File: config.mk
export PLATFORM = sky130hd
export DESIGN_NAME = cemidp_ctrl
export DESIGN_NICKNAME = d
export VERILOG_FILES = /design/src/hdl/cemidp_pkg.sv /design/src/hdl/cemidp_ctrl.sv
export SDC_FILE = /design/constraint.sdc
export NUM_CORES = 1
export LEC_CHECK = 0
export ABC_AREA = 0
export BUFFER_PORTS_ARGS = -buffer_cell sky130_fd_sc_hd__buf_2
export CAP_MARGIN = 5
export CORE_MARGIN = 5
export CORE_UTILIZATION = 60
export CTS_CLUSTER_SIZE = 25
export DETAILED_ROUTE_END_ITERATION = 16
export GPL_TIMING_DRIVEN = 0
export PLACE_DENSITY = 0.84
export SLEW_MARGIN = 20
export SYNTH_ARGS = -nofsm -noshare
export SYNTH_HDL_FRONTEND = slang
export SYNTH_SLANG_ARGS = --single-unit
File: constraint.sdc
create_clock -name clk_i -period 6 [get_ports clk_i]
set_input_delay 1.2 -clock clk_i [delete_from_list [all_inputs] [get_ports clk_i]]
set_output_delay 1.2 -clock clk_i [all_outputs]
set_load 0.01 [all_outputs]
File: src/hdl/cemidp_pkg.sv
// ----------------------------------------------------------------------------
// cemidp_pkg
// Shared constants, datapath commands and status bundle for the polygon
// interval dp block.
// ----------------------------------------------------------------------------
package cemidp_pkg;

  localparam int MaxVerticesDef = 32;
  localparam int DataW          = 64;
  localparam int ValW           = 16;
  localparam int EdgeW          = 6;
  localparam int HalfW          = 32;

  localparam logic signed [DataW-1:0] SatMax = {1'b0, {(DataW-1){1'b1}}};
  localparam logic signed [DataW-1:0] SatMin = {1'b1, {(DataW-1){1'b0}}};

  // edge operator codes
  localparam logic OpAdd = 1'b0;
  localparam logic OpMul = 1'b1;

  // datapath commands issued by the controller
  typedef enum logic [4:0] {
    CMD_NONE,
    CMD_LOAD,
    CMD_L1_RD,
    CMD_L1_WR,
    CMD_SEG_START,
    CMD_RD_L,
    CMD_RD_R,
    CMD_CAP,
    CMD_ADD,
    CMD_MUL_INIT,
    CMD_MUL_P,
    CMD_MUL_A,
    CMD_MUL_S,
    CMD_MERGE,
    CMD_SEG_WR,
    CMD_IDX_CLR,
    CMD_B_RD,
    CMD_B_CMP,
    CMD_O_RD,
    CMD_O_CHK,
    CMD_O_SENT
  } dp_cmd_e;

  // status flags returned by the datapath
  typedef struct packed {
    logic last_vertex;
    logic n_one;
    logic l_last;
    logic len_last;
    logic k_last;
    logic is_mul;
    logic q_last;
    logic pi_last;
    logic i_last;
    logic match;
    logic out_last;
  } dp_status_t;

endpackage

File: src/hdl/cemidp_ctrl.sv
// ----------------------------------------------------------------------------
// cemidp_ctrl
// Controller: sequences loading, the interval dp sweep, the maximum scan
// and result delivery by issuing datapath commands.
// ----------------------------------------------------------------------------
module cemidp_ctrl (
  input  logic                   clk_i,
  input  logic                   rst_ni,
  input  logic                   in_valid_i,
  output logic                   in_ready_o,
  output logic                   out_valid_o,
  input  logic                   out_ready_i,
  input  cemidp_pkg::dp_status_t status_i,
  output cemidp_pkg::dp_cmd_e    cmd_o
);

  typedef enum logic [20:0] {
    S_IDLE  = 21'h000001,
    S_L1_RD = 21'h000002,
    S_L1_WR = 21'h000004,
    S_SEG   = 21'h000008,
    S_RDL   = 21'h000010,
    S_RDR   = 21'h000020,
    S_CAP   = 21'h000040,
    S_ADD   = 21'h000080,
    S_MINIT = 21'h000100,
    S_MP    = 21'h000200,
    S_MA    = 21'h000400,
    S_MS    = 21'h000800,
    S_MERGE = 21'h001000,
    S_WR    = 21'h002000,
    S_BINIT = 21'h004000,
    S_B_RD  = 21'h008000,
    S_B_CMP = 21'h010000,
    S_OINIT = 21'h020000,
    S_O_RD  = 21'h040000,
    S_O_CHK = 21'h080000,
    S_SEND  = 21'h100000
  } state_e;

  state_e state_q, state_d;

  assign in_ready_o  = (state_q == S_IDLE);
  assign out_valid_o = (state_q == S_SEND);

  // next state and command
  always_comb begin
    state_d = state_q;
    cmd_o   = cemidp_pkg::CMD_NONE;
    case (state_q)
      S_IDLE: begin
        if (in_valid_i) begin
          cmd_o = cemidp_pkg::CMD_LOAD;
          if (status_i.last_vertex) begin
            state_d = S_L1_RD;
          end
        end
      end
      S_L1_RD: begin
        cmd_o   = cemidp_pkg::CMD_L1_RD;
        state_d = S_L1_WR;
      end
      S_L1_WR: begin
        cmd_o = cemidp_pkg::CMD_L1_WR;
        if (!status_i.l_last) begin
          state_d = S_L1_RD;
        end else if (status_i.n_one) begin
          state_d = S_BINIT;
        end else begin
          state_d = S_SEG;
        end
      end
      S_SEG: begin
        cmd_o   = cemidp_pkg::CMD_SEG_START;
        state_d = S_RDL;
      end
      S_RDL: begin
        cmd_o   = cemidp_pkg::CMD_RD_L;
        state_d = S_RDR;
      end
      S_RDR: begin
        cmd_o   = cemidp_pkg::CMD_RD_R;
        state_d = S_CAP;
      end
      S_CAP: begin
        cmd_o   = cemidp_pkg::CMD_CAP;
        state_d = status_i.is_mul ? S_MINIT : S_ADD;
      end
      S_ADD: begin
        cmd_o   = cemidp_pkg::CMD_ADD;
        state_d = S_MERGE;
      end
      S_MINIT: begin
        cmd_o   = cemidp_pkg::CMD_MUL_INIT;
        state_d = S_MP;
      end
      S_MP: begin
        cmd_o   = cemidp_pkg::CMD_MUL_P;
        state_d = S_MA;
      end
      S_MA: begin
        cmd_o   = cemidp_pkg::CMD_MUL_A;
        state_d = status_i.q_last ? S_MS : S_MP;
      end
      S_MS: begin
        cmd_o   = cemidp_pkg::CMD_MUL_S;
        state_d = status_i.pi_last ? S_MERGE : S_MINIT;
      end
      S_MERGE: begin
        cmd_o   = cemidp_pkg::CMD_MERGE;
        state_d = status_i.k_last ? S_WR : S_RDL;
      end
      S_WR: begin
        cmd_o   = cemidp_pkg::CMD_SEG_WR;
        state_d = (status_i.l_last && status_i.len_last) ? S_BINIT : S_SEG;
      end
      S_BINIT: begin
        cmd_o   = cemidp_pkg::CMD_IDX_CLR;
        state_d = S_B_RD;
      end
      S_B_RD: begin
        cmd_o   = cemidp_pkg::CMD_B_RD;
        state_d = S_B_CMP;
      end
      S_B_CMP: begin
        cmd_o   = cemidp_pkg::CMD_B_CMP;
        state_d = status_i.i_last ? S_OINIT : S_B_RD;
      end
      S_OINIT: begin
        cmd_o   = cemidp_pkg::CMD_IDX_CLR;
        state_d = S_O_RD;
      end
      S_O_RD: begin
        cmd_o   = cemidp_pkg::CMD_O_RD;
        state_d = S_O_CHK;
      end
      S_O_CHK: begin
        cmd_o   = cemidp_pkg::CMD_O_CHK;
        state_d = status_i.match ? S_SEND : S_O_RD;
      end
      S_SEND: begin
        if (out_ready_i) begin
          cmd_o   = cemidp_pkg::CMD_O_SENT;
          state_d = status_i.out_last ? S_IDLE : S_O_RD;
        end
      end
      default: begin
        state_d = S_IDLE;
      end
    endcase
  end

  // state register
  always_ff @(posedge clk_i or negedge rst_ni) begin
    if (!rst_ni) begin
      state_q <= S_IDLE;
    end else begin
      state_q <= state_d;
    end
  end

endmodule

==> results of run 1 <==
[routing by layer]
layer | wire length (µm) | track usage, % | part of all wire, % | vias to the layer above
li1 | - | - | - | 668
met1 | 1510 | 30.0 | 44 | 632
met2 | 1630 | 38.4 | 47 | 51
met3 | 250 | 2.85 | 7.2 | 9
met4 | 76 | 6.95 | 2.2 | 0
met5 | 0 | 0 | 0 | -
[placed cells by master (no fill, tap or decap), drive strengths merged, types with 3 or more instances in the layout]
master / instances
o21ai: 3
nor2: 14
xnor2: 4
or2: 3
and2: 3
dfrtp: 20
nand4: 7
clkbuf: 5
or4: 6
nor2b: 3
inv: 14
buf: 23
nor4: 18
a2111oi: 3
nand2b: 6
nor3: 11
nand2: 13
or3: 3
[worst min-delay path, delay by kind of cell (launching register included)]
family           cells  cell delay [ns]
DFF                  1             0.44
and+or+nand+nor      2             0.16
[per-stage QoR]
| step | setup WS, ns | util (%) | hold WS [ns] |
|---|---|---|---|
| after CTS | 2.10 | 70.8 | 0.629 |
| final | 2.06 | 70.8 | 0.632 |
| after detailed placement | 2.48 | 69.6 | 0.605 |
| after global placement | 2.46 | 69.6 | 0.587 |
| after floorplan | 2.80 | - | 0.545 |
| after global routing | 1.83 | 70.8 | 0.678 |
[power breakdown]
| part | internal (W) | total [W] | switching [W] |
|---|---|---|---|
| Clock | 0.0000260 | 0.0000678 | 0.0000419 |
| Sequential | 0.000153 | 0.000168 | 0.0000149 |
| Combinational | 0.0000671 | 0.000155 | 0.0000876 |
| Total | 0.000246 | 0.000391 | 0.000144 |
[cell families after synthesis]
group	Yosys count	synth area share, %
compound gates	22	12.4
xor+xnor	5	3.09
buf+inv	17	4.69
flops	21	37.2
simple gates	96	42.6
[worst min path at each step]
stage                     depth (start not counted)  slack [ns]         from           to
after floorplan                                   2        0.55  state_q[18]  state_q[19]
after global placement                            2        0.59  state_q[15]  state_q[16]
after detailed placement                          2        0.60  state_q[18]  state_q[19]
after CTS                                         2        0.63  state_q[18]  state_q[19]
after global routing                              2        0.68  state_q[15]  state_q[16]
final                                             2        0.63  state_q[15]  state_q[16]
[area by class of cell]
class | instances | area (µm²) | share of cell area [%]
plain buffers | 3 | 13.8 | 0.870
clock buffers | 4 | 26.3 | 1.66
inverters | 14 | 52.6 | 3.32
multi-input cells | 123 | 822 | 52.0
flip-flops and latches | 21 | 527 | 33.3
well taps | 28 | 35.0 | 2.22
repair buffers | 21 | 105 | 6.65
==> flow_summary_export.csv, run 1 <==
group,metric,value,unit
outcome,status,"complete, no violations",
timing,finalSetupViolCount,0,
critical_path,crit_path_end,"cmd_o[0]",
synth,synth_cell_type_count,44,
clock_tree,cts_sinks,21,
synth,synth_area,1420,µm²
critical_path,path_buf_inv,2,
global_routing,grt.total_usage,22.7,%
critical_path,required,4.80,ns
routing,drtIter0Drc,62,
power,total_power,0.000391,W
critical_path,critical_path_class,"flop to output port",
clock_tree,clk_path_buf_depth,2,
global_routing,antenna_found_initial,0,
critical_path,r2r_cells,5,
synth,yosys.area.top_type,"dfrtp_1",
routing,vias,1360,
floorplan,core_area,2230,µm²
clock_tree,clk_latency,0.31,ns
timing,slew_violations,0,
clock_tree,cts_hold_buf,0,
routing,routed_wirelength,3470,µm
floorplan,fp-row-count,17,
floorplan,chipHeight,58.6,µm
routing,firstDrtPassIters,4,
clock_tree,root_buffer,"clkbuf_4",
timing,fin_crit,3.94,ns
placed_design,placedCellCount,210,
synth,synth-seq-area-share,37.2,%
finish,stdcell_count,214,
floorplan,die-area,3430,µm²
global_routing,grt_pass1_vias,1296,
floorplan,die_x,58.6,µm
finish,diodes,0,
critical_path,critPathMaxStageDelay,0.57,ns
floorplan,pin_count,22,
synth,synth-edff-count,0,
critical_path,crit_start,"state_q[1]",
clock_tree,clkTransAtPathRegs,0.11,ns
job,cap_violations,0,
clock_tree,post_cts_buffers,0,
critical_path,crit_family,"simple AND/OR/NAND/NOR gates",
clock_tree,ctsHtreeMaxLevel,1,
synth,synth_async_sr_flop_share,100,%
finish,largest_register_ffs,21,
timing,relSlewSlack,52.4,%
global_routing,gr-total-overflow,0,
global_routing,grt_first_pass_wirelength,5900,µm
critical_path,cp.arrival,2.74,ns
routing,routedWlPerCell,16.2,µm
timing,fmax,254,MHz
synth,synth.avg_cell_area,8.79,µm²
finish,n_fill_cell,190,
floorplan,start_util,63.4,%
power,irDropWorstVdd,0.000177,V
timing,clock_skew,0.00666,ns
synth,netlist_instances,161,
timing,rsz0062_at_grt,"false",
min_path,min_path_type,"flop to flop",
placed_design,io_buffers,21,
critical_path,cp-end-kind,"output port",
timing,final-hold-violation-count,0,
placed_design,gp_congestion,0.900,
finish,fin_nets,202,
timing,tns,0,ns
finish,largestRegisters,"state_q: 21 flops",
synth,synth_common_cells,"dfrtp_1 (20), nor4_1 (16), inv_1 (14), nor2_1 (14), nand2_1 (13)",
routing,drtAntennaViolNets,0,
routing,drc,0,
finish,drive_gt1_share,20.4,%
routing,via_per_inst,6.36,
critical_path,r2r_slack,3.68,ns
finish,design_area,1580,µm²
timing,period_share,65.7,%
finish,largest_register,"state_q",
clock_tree,cts_tree,"done",
placed_design,dp_hpwl,2840,µm
synth,yosysTopAreaCellShare,35.4,%
timing,tightest_slew,0.704,ns
placed_design,place_area,1560,µm²
clock_tree,post_cts_resized,0,
power,power_density,247,nW/µm²
synth,synth_seq_cells,21,
power,leakagePower,0.739,nW
critical_path,start_kind,"flop",
global_routing,grt_max_degree,22,
critical_path,cp.depth,7,
synth,yosysWarnings,0,
synth,yosysMostFrequentCell,"dfrtp_1",
clock_tree,cts_inserted_buffers,3,
critical_path,r2r_start,"state_q[5]",
critical_path,cp_cell_sequence,"nor4_1, nand3_1, buf_2, nor4_1, a2111oi_0, o311ai_1, buf_2",
critical_path,cp_slowest_cell,"nor4_1",
synth,yosys-top-cells-area,"dfrtp_1 (35%), nor4_1 (7.1%), inv_1 (3.7%), nor2_1 (3.7%), nor3_1 (3.5%)",
critical_path,crit_fanout,10,
critical_path,reg2reg_to,"state_q[14]",
synth,syn_nets,176,
finish,area_growth,11.8,%
synth,synthFlopType,"dfrtp_1",
(Power assumes the default switching activity.)
==> inputs of run 2 (changes only) <==
--- a/config.mk
+++ b/config.mk
@@ -9,11 +9,11 @@
 export BUFFER_PORTS_ARGS = -buffer_cell sky130_fd_sc_hd__buf_2
 export CAP_MARGIN = 5
 export CORE_MARGIN = 5
-export CORE_UTILIZATION = 60
+export CORE_UTILIZATION = 50
 export CTS_CLUSTER_SIZE = 25
 export DETAILED_ROUTE_END_ITERATION = 16
 export GPL_TIMING_DRIVEN = 0
-export PLACE_DENSITY = 0.84
+export PLACE_DENSITY = 0.74
 export SLEW_MARGIN = 20
 export SYNTH_ARGS = -nofsm -noshare
 export SYNTH_HDL_FRONTEND = slang
==> constraint.sdc (replaced) <==
create_clock -name clk_i -period 3.2 [get_ports clk_i]
set_input_delay 0.64 -clock clk_i [delete_from_list [all_inputs] [get_ports clk_i]]
set_output_delay 0.64 -clock clk_i [all_outputs]
set_load 0.01 [all_outputs]
==> run 2 against run 1 <==
  * Clock skew up 0.0037 ns
  * Die area increased by 16%
  * Sequential power increased by 95%
  * Non-clock buffer count rose by 10
  * Critical endpoint is now cmd_o[2]
==> flow_summary_export.csv, run 2 (synthesized netlist as in run 1, its figures left out) <==
group,metric,value,unit
floorplan,core_area,2730,µm²
clock_tree,clkTransAtPathRegs,0.12,ns
clock_tree,ctsHtreeMaxLevel,1,
outcome,status,"complete, no violations",
min_path,min_path_type,"primary input to asynchronous set/reset pin",
floorplan,chipHeight,63.2,µm
clock_tree,cts_sinks,21,
placed_design,gp_congestion,0.929,
routing,drc,0,
critical_path,r2r_cells,6,
timing,clock_skew,0.0103,ns
critical_path,cp.arrival,2.47,ns
placed_design,placedCellCount,213,
global_routing,grt_pass1_vias,1301,
timing,finalSetupViolCount,0,
floorplan,die_x,63.2,µm
finish,final_common_cell,"buf_2",
timing,period_share,97.2,%
timing,final-hold-violation-count,0,
finish,stdcell_count,227,
finish,multi_input_area,952,µm²
clock_tree,cts_inserted_buffers,3,
floorplan,fp-row-count,19,
critical_path,required,2.56,ns
global_routing,grt_first_pass_wirelength,5890,µm
finish,register_area,528,µm²
finish,largest_register_ffs,21,
finish,drive_gt1_share,32.7,%
routing,vias,1442,
critical_path,start_kind,"flop",
finish,n_fill_cell,220,
floorplan,start_util,51.8,%
power,power_density,458,nW/µm²
critical_path,critical_path_class,"flop to output port",
timing,tns,0,ns
timing,relSlewSlack,63.1,%
finish,design_area,1790,µm²
routing,routedWlPerCell,17.2,µm
routing,drtAntennaViolNets,0,
timing,fin_crit,3.11,ns
finish,area_growth,26.6,%
critical_path,cp-end-kind,"output port",
critical_path,reg2reg_to,"state_q[8]",
placed_design,dp_hpwl,2790,µm
timing,fmax,322,MHz
clock_tree,clk_path_buf_depth,2,
finish,diodes,0,
placed_design,io_buffers,21,
power,leakagePower,0.800,nW
finish,layout_common_cells,"buf_2 (23), dfrtp_1 (19), inv_1 (14)",
clock_tree,clk_latency,0.32,ns
critical_path,crit_fanout,6,
global_routing,grt_max_degree,22,
routing,routed_wirelength,3900,µm
routing,firstDrtPassIters,4,
floorplan,pin_count,22,
global_routing,gr-total-overflow,0,
clock_tree,cts_tree,"done",
finish,largestRegisters,"state_q: 21 flops",
global_routing,antenna_found_initial,0,
job,cap_violations,0,
timing,slew_violations,0,
timing,tightest_slew,0.548,ns
clock_tree,root_buffer,"clkbuf_4",
power,irDropWorstVdd,0.000462,V
critical_path,r2r_start,"state_q[1]",
finish,largest_register,"state_q",
power,total_power,0.000821,W
routing,drtIter0Drc,128,
placed_design,place_area,1560,µm²
floorplan,die-area,3990,µm²
routing,via_per_inst,6.35,
finish,fin_nets,212,
global_routing,grt.total_usage,18.8,%
critical_path,r2r_slack,1.00,ns
run 2: cell types whose count changed in the layout (fill, tap and decap cells not counted), moves of 2 or more:
cell	before	now
nor2_1	14	12
nor4_2	0	5
nor4_1	16	7
buf_4	0	10
nor2_2	0	2
nor4_4	2	6
a2111oi_0	2	0
run 2: critical path: stages (launching register included):
cell and delay [ns]:
dfrtp_2 0.49, or4_4 0.56, or4_4 0.44, nor4b_4 0.30, nor3_1 0.10, nand4_1 0.12
buf_2 0.13
run 2: layout make-up:
cell class	count	share of cell area [%]
multi-input cells	123	53.1
flip-flops and latches	21	29.5
repair buffers	31	10.1
inverters	14	2.93
well taps	31	2.16
clock buffers	4	1.47
plain buffers	3	0.768
run 2: through the flow:
stage,util (%),worst slack [ns],hold WS [ns]
floorplan,-,0.556,0.344
global placement,57.0,0.224,0.595
detailed placement,57.0,0.153,0.605
CTS,60.0,0.00694,0.263
global route,65.5,-0.0213,0.279
finish,65.5,0.0897,0.250
run 2: timing repair:
item / in CTS / in global routing
endpoints found under the setup margin: 3 / 5
buffers inserted: 3 / 7
hold buffers: 0 / 0
pin swaps: 1 / 3
resized for setup: 5 / 18
hold endpoints to repair: 0 / 0
run 2: how the worst max path moves through the flow:
stage | from | endpoint | depth (start not counted)
after floorplan | state_q[5] | cmd_o[0] | 4
after global placement | state_q[1] | cmd_o[0] | 7
after detailed placement | state_q[5] | cmd_o[1] | 6
after CTS | state_q[9] | cmd_o[0] | 6
after global routing | state_q[9] | cmd_o[0] | 7
final | state_q[1] | cmd_o[2] | 6
run 2: report_power, final:
| part | internal, W | switching (W) | total (W) |
|---|---|---|---|
| Clock | 0.0000489 | 0.0000844 | 0.000133 |
| Sequential | 0.000289 | 0.0000396 | 0.000328 |
| Combinational | 0.000163 | 0.000196 | 0.000359 |
run 2: metal layers:
layer | vias to the layer above | routed length (µm) | GRT usage [%] | share of wire, %
met5 | - | 0 | 0 | 0
met4 | 0 | 93 | 8.57 | 2.4
met3 | 9 | 261 | 3.91 | 6.7
met2 | 55 | 1890 | 29.6 | 48
met1 | 699 | 1660 | 24.8 | 43
li1 | 679 | - | - | -
==> inputs of run 3 (changes only) <==
--- a/config.mk
+++ b/config.mk
@@ -13,7 +13,7 @@
 export CTS_CLUSTER_SIZE = 25
 export DETAILED_ROUTE_END_ITERATION = 16
 export GPL_TIMING_DRIVEN = 0
-export PLACE_DENSITY = 0.74
+export PLACE_DENSITY_LB_ADDON = 0.25
 export SLEW_MARGIN = 20
 export SYNTH_ARGS = -nofsm -noshare
 export SYNTH_HDL_FRONTEND = slang
==> run 3 against run 2 <==
  * Combinational power shrank 10%
  * Worst hold slack gained 0.0046 ns
  * Clock-buffer cell count unchanged
  * Clock power about the same
  * Maximum frequency grew 0.10%
  * Sequential share of layout area up 1.1 points
  * Power down 5.0%
  * Clock skew decreased by 0.0078 ns
  * Final area decreased by 3.5%
  * Wire length fell by 0.97%
  * Flip-flop and latch count did not move
  * First-iteration DRC count down 39%
  * Critical endpoint unchanged
  * Largest power group is now sequential cells
==> flow_summary_export.csv, run 3 (synthesized netlist as in run 1, its figures left out) <==
group,metric,value,unit
clock_tree,clk_latency,0.31,ns
critical_path,cp.arrival,2.47,ns
critical_path,critical_path_class,"flop to output port",
finish,fin_util,63.2,%
finish,n_fill_cell,228,
timing,holdWs,0.255,ns
timing,slew_violations,0,
finish,final_common_cell,"buf_2",
timing,relSlewSlack,61.0,%
global_routing,grt_first_pass_wirelength,6480,µm
placed_design,io_buffers,21,
timing,fmax,322,MHz
power,power_density,451,nW/µm²
job,cap_violations,0,
finish,drive_gt1_share,29.2,%
routing,firstDrtPassIters,4,
finish,largestRegisters,"state_q: 21 flops",
critical_path,crit_fanout,6,
routing,routedWlPerCell,17.3,µm
clock_tree,cts_tree,"done",
critical_path,start_kind,"flop",
routing,maxUsedRoutingLayer,"met4",
global_routing,grt_pass1_vias,1396,
power,leakagePower,0.781,nW
routing,drc,0,
timing,timing.final.ws_setup,0.0928,ns
routing,via_per_inst,6.35,
finish,fin_nets,208,
routing,drtIter0Drc,78,
timing,rsz0062_at_grt,"true",
timing,finalSetupViolCount,0,
global_routing,gr-total-overflow,0,
timing,tightest_slew,0.579,ns
timing,final-hold-violation-count,0,
routing,drtAntennaViolNets,0,
routing,wl_met2,1840,µm
critical_path,cp-end-kind,"output port",
power,irDropWorstVdd,0.000412,V
floorplan,pin_count,22,
routing,routed-wl-met3,274,µm
outcome,status,"complete, no violations",
finish,stdcell_count,223,
routing,vias,1417,
global_routing,grt_max_degree,22,
clock_tree,cts_hold_buf,0,
placed_design,gp_congestion,0.899,
routing,routed_wirelength,3860,µm
floorplan,fp-row-count,19,
global_routing,grt.total_usage,20.2,%
floorplan,chipHeight,63.2,µm
placed_design,placedCellCount,213,
min_path,min_path_type,"primary input to asynchronous set/reset pin",
floorplan,die_x,63.2,µm
finish,area_growth,22.2,%
clock_tree,ctsHtreeMaxLevel,1,
finish,largest_register_ffs,21,
placed_design,dp_slack,0.194,ns
floorplan,start_util,51.8,%
clock_tree,cts_inserted_buffers,3,
global_routing,antenna_found_initial,0,
critical_path,required,2.56,ns
finish,largest_register,"state_q",
clock_tree,cts_sinks,21,
clock_tree,root_buffer,"clkbuf_4",
finish,layout_common_cells,"buf_2 (23), dfrtp_1 (19), inv_1 (14)",
floorplan,core_area,2730,µm²
timing,fin_crit,3.11,ns
clock_tree,clk_path_buf_depth,2,
timing,period_share,97.1,%
placed_design,dp_hpwl,2860,µm
floorplan,die-area,3990,µm²
finish,diodes,0,
clock_tree,clkTransAtPathRegs,0.11,ns
timing,clock_skew,0.00249,ns
routing,m1WireLength,1630,µm
run 3: layout make-up:
type                       instances  area (µm²)  area share, %
multi-input combinational        123         907           52.5
sequential                        21         528           30.5
buffer                             3        13.8          0.796
timing repair buffer              27         163           9.41
clock buffer                       4        26.3           1.52
tap                               31        38.8           2.24
inverter                          14        52.6           3.04
run 3: stage by stage:
stage               area, µm²  setup TNS, ns  total power (W)
detailed placement       1560              0         0.000605
global route             1730         -0.110         0.000834
CTS                      1650              0         0.000755
floorplan                1420              0         0.000523
global placement         1560              0         0.000598
finish                   1730              0         0.000780
run 3: worst max-delay path, cell delays in order, from the launching register on:
cell and delay (ns):
dfrtp_2 0.49, or4_4 0.55, or4_1 0.46, nor4b_4 0.31
nor3_1 0.08, nand4_1 0.13, buf_2 0.14
run 3: path summary, 6_finish.rpt:
path,from,end,slack (ns),cells after the start
setup / recovery,state_q[1],cmd_o[2],0.09,6
hold / removal,rst_ni,state_q[2],0.25,1
setup reg to reg,state_q[1],state_q[8],0.98,6
hold reg to reg,state_q[15],state_q[16],0.63,2
max in group asynchronous,rst_ni,state_q[0],2.61,1
min in group clk_i,status_i[5],state_q[7],0.47,2
run 3: layer usage:
layer / track usage (%) / vias to the layer above
met3: 4.62 / 13
met4: 10.1 / 0
met2: 33.3 / 53
li1: - / 679
met1: 24.4 / 672
met5: 0 / -
run 3: timing repair:
action                                 4_1_cts  5_1_grt
pin swaps                                    1        2
resized for setup                            8        7
setup endpoints to repair                    4        5
buffers inserted                             2        4
endpoints found under the hold margin        0        0
run 3: power by group:
group / switching [W] / internal, W / total (W)
logic: 0.000179 / 0.000143 / 0.000322
registers: 0.0000379 / 0.000289 / 0.000327
clock network: 0.0000822 / 0.0000489 / 0.000131
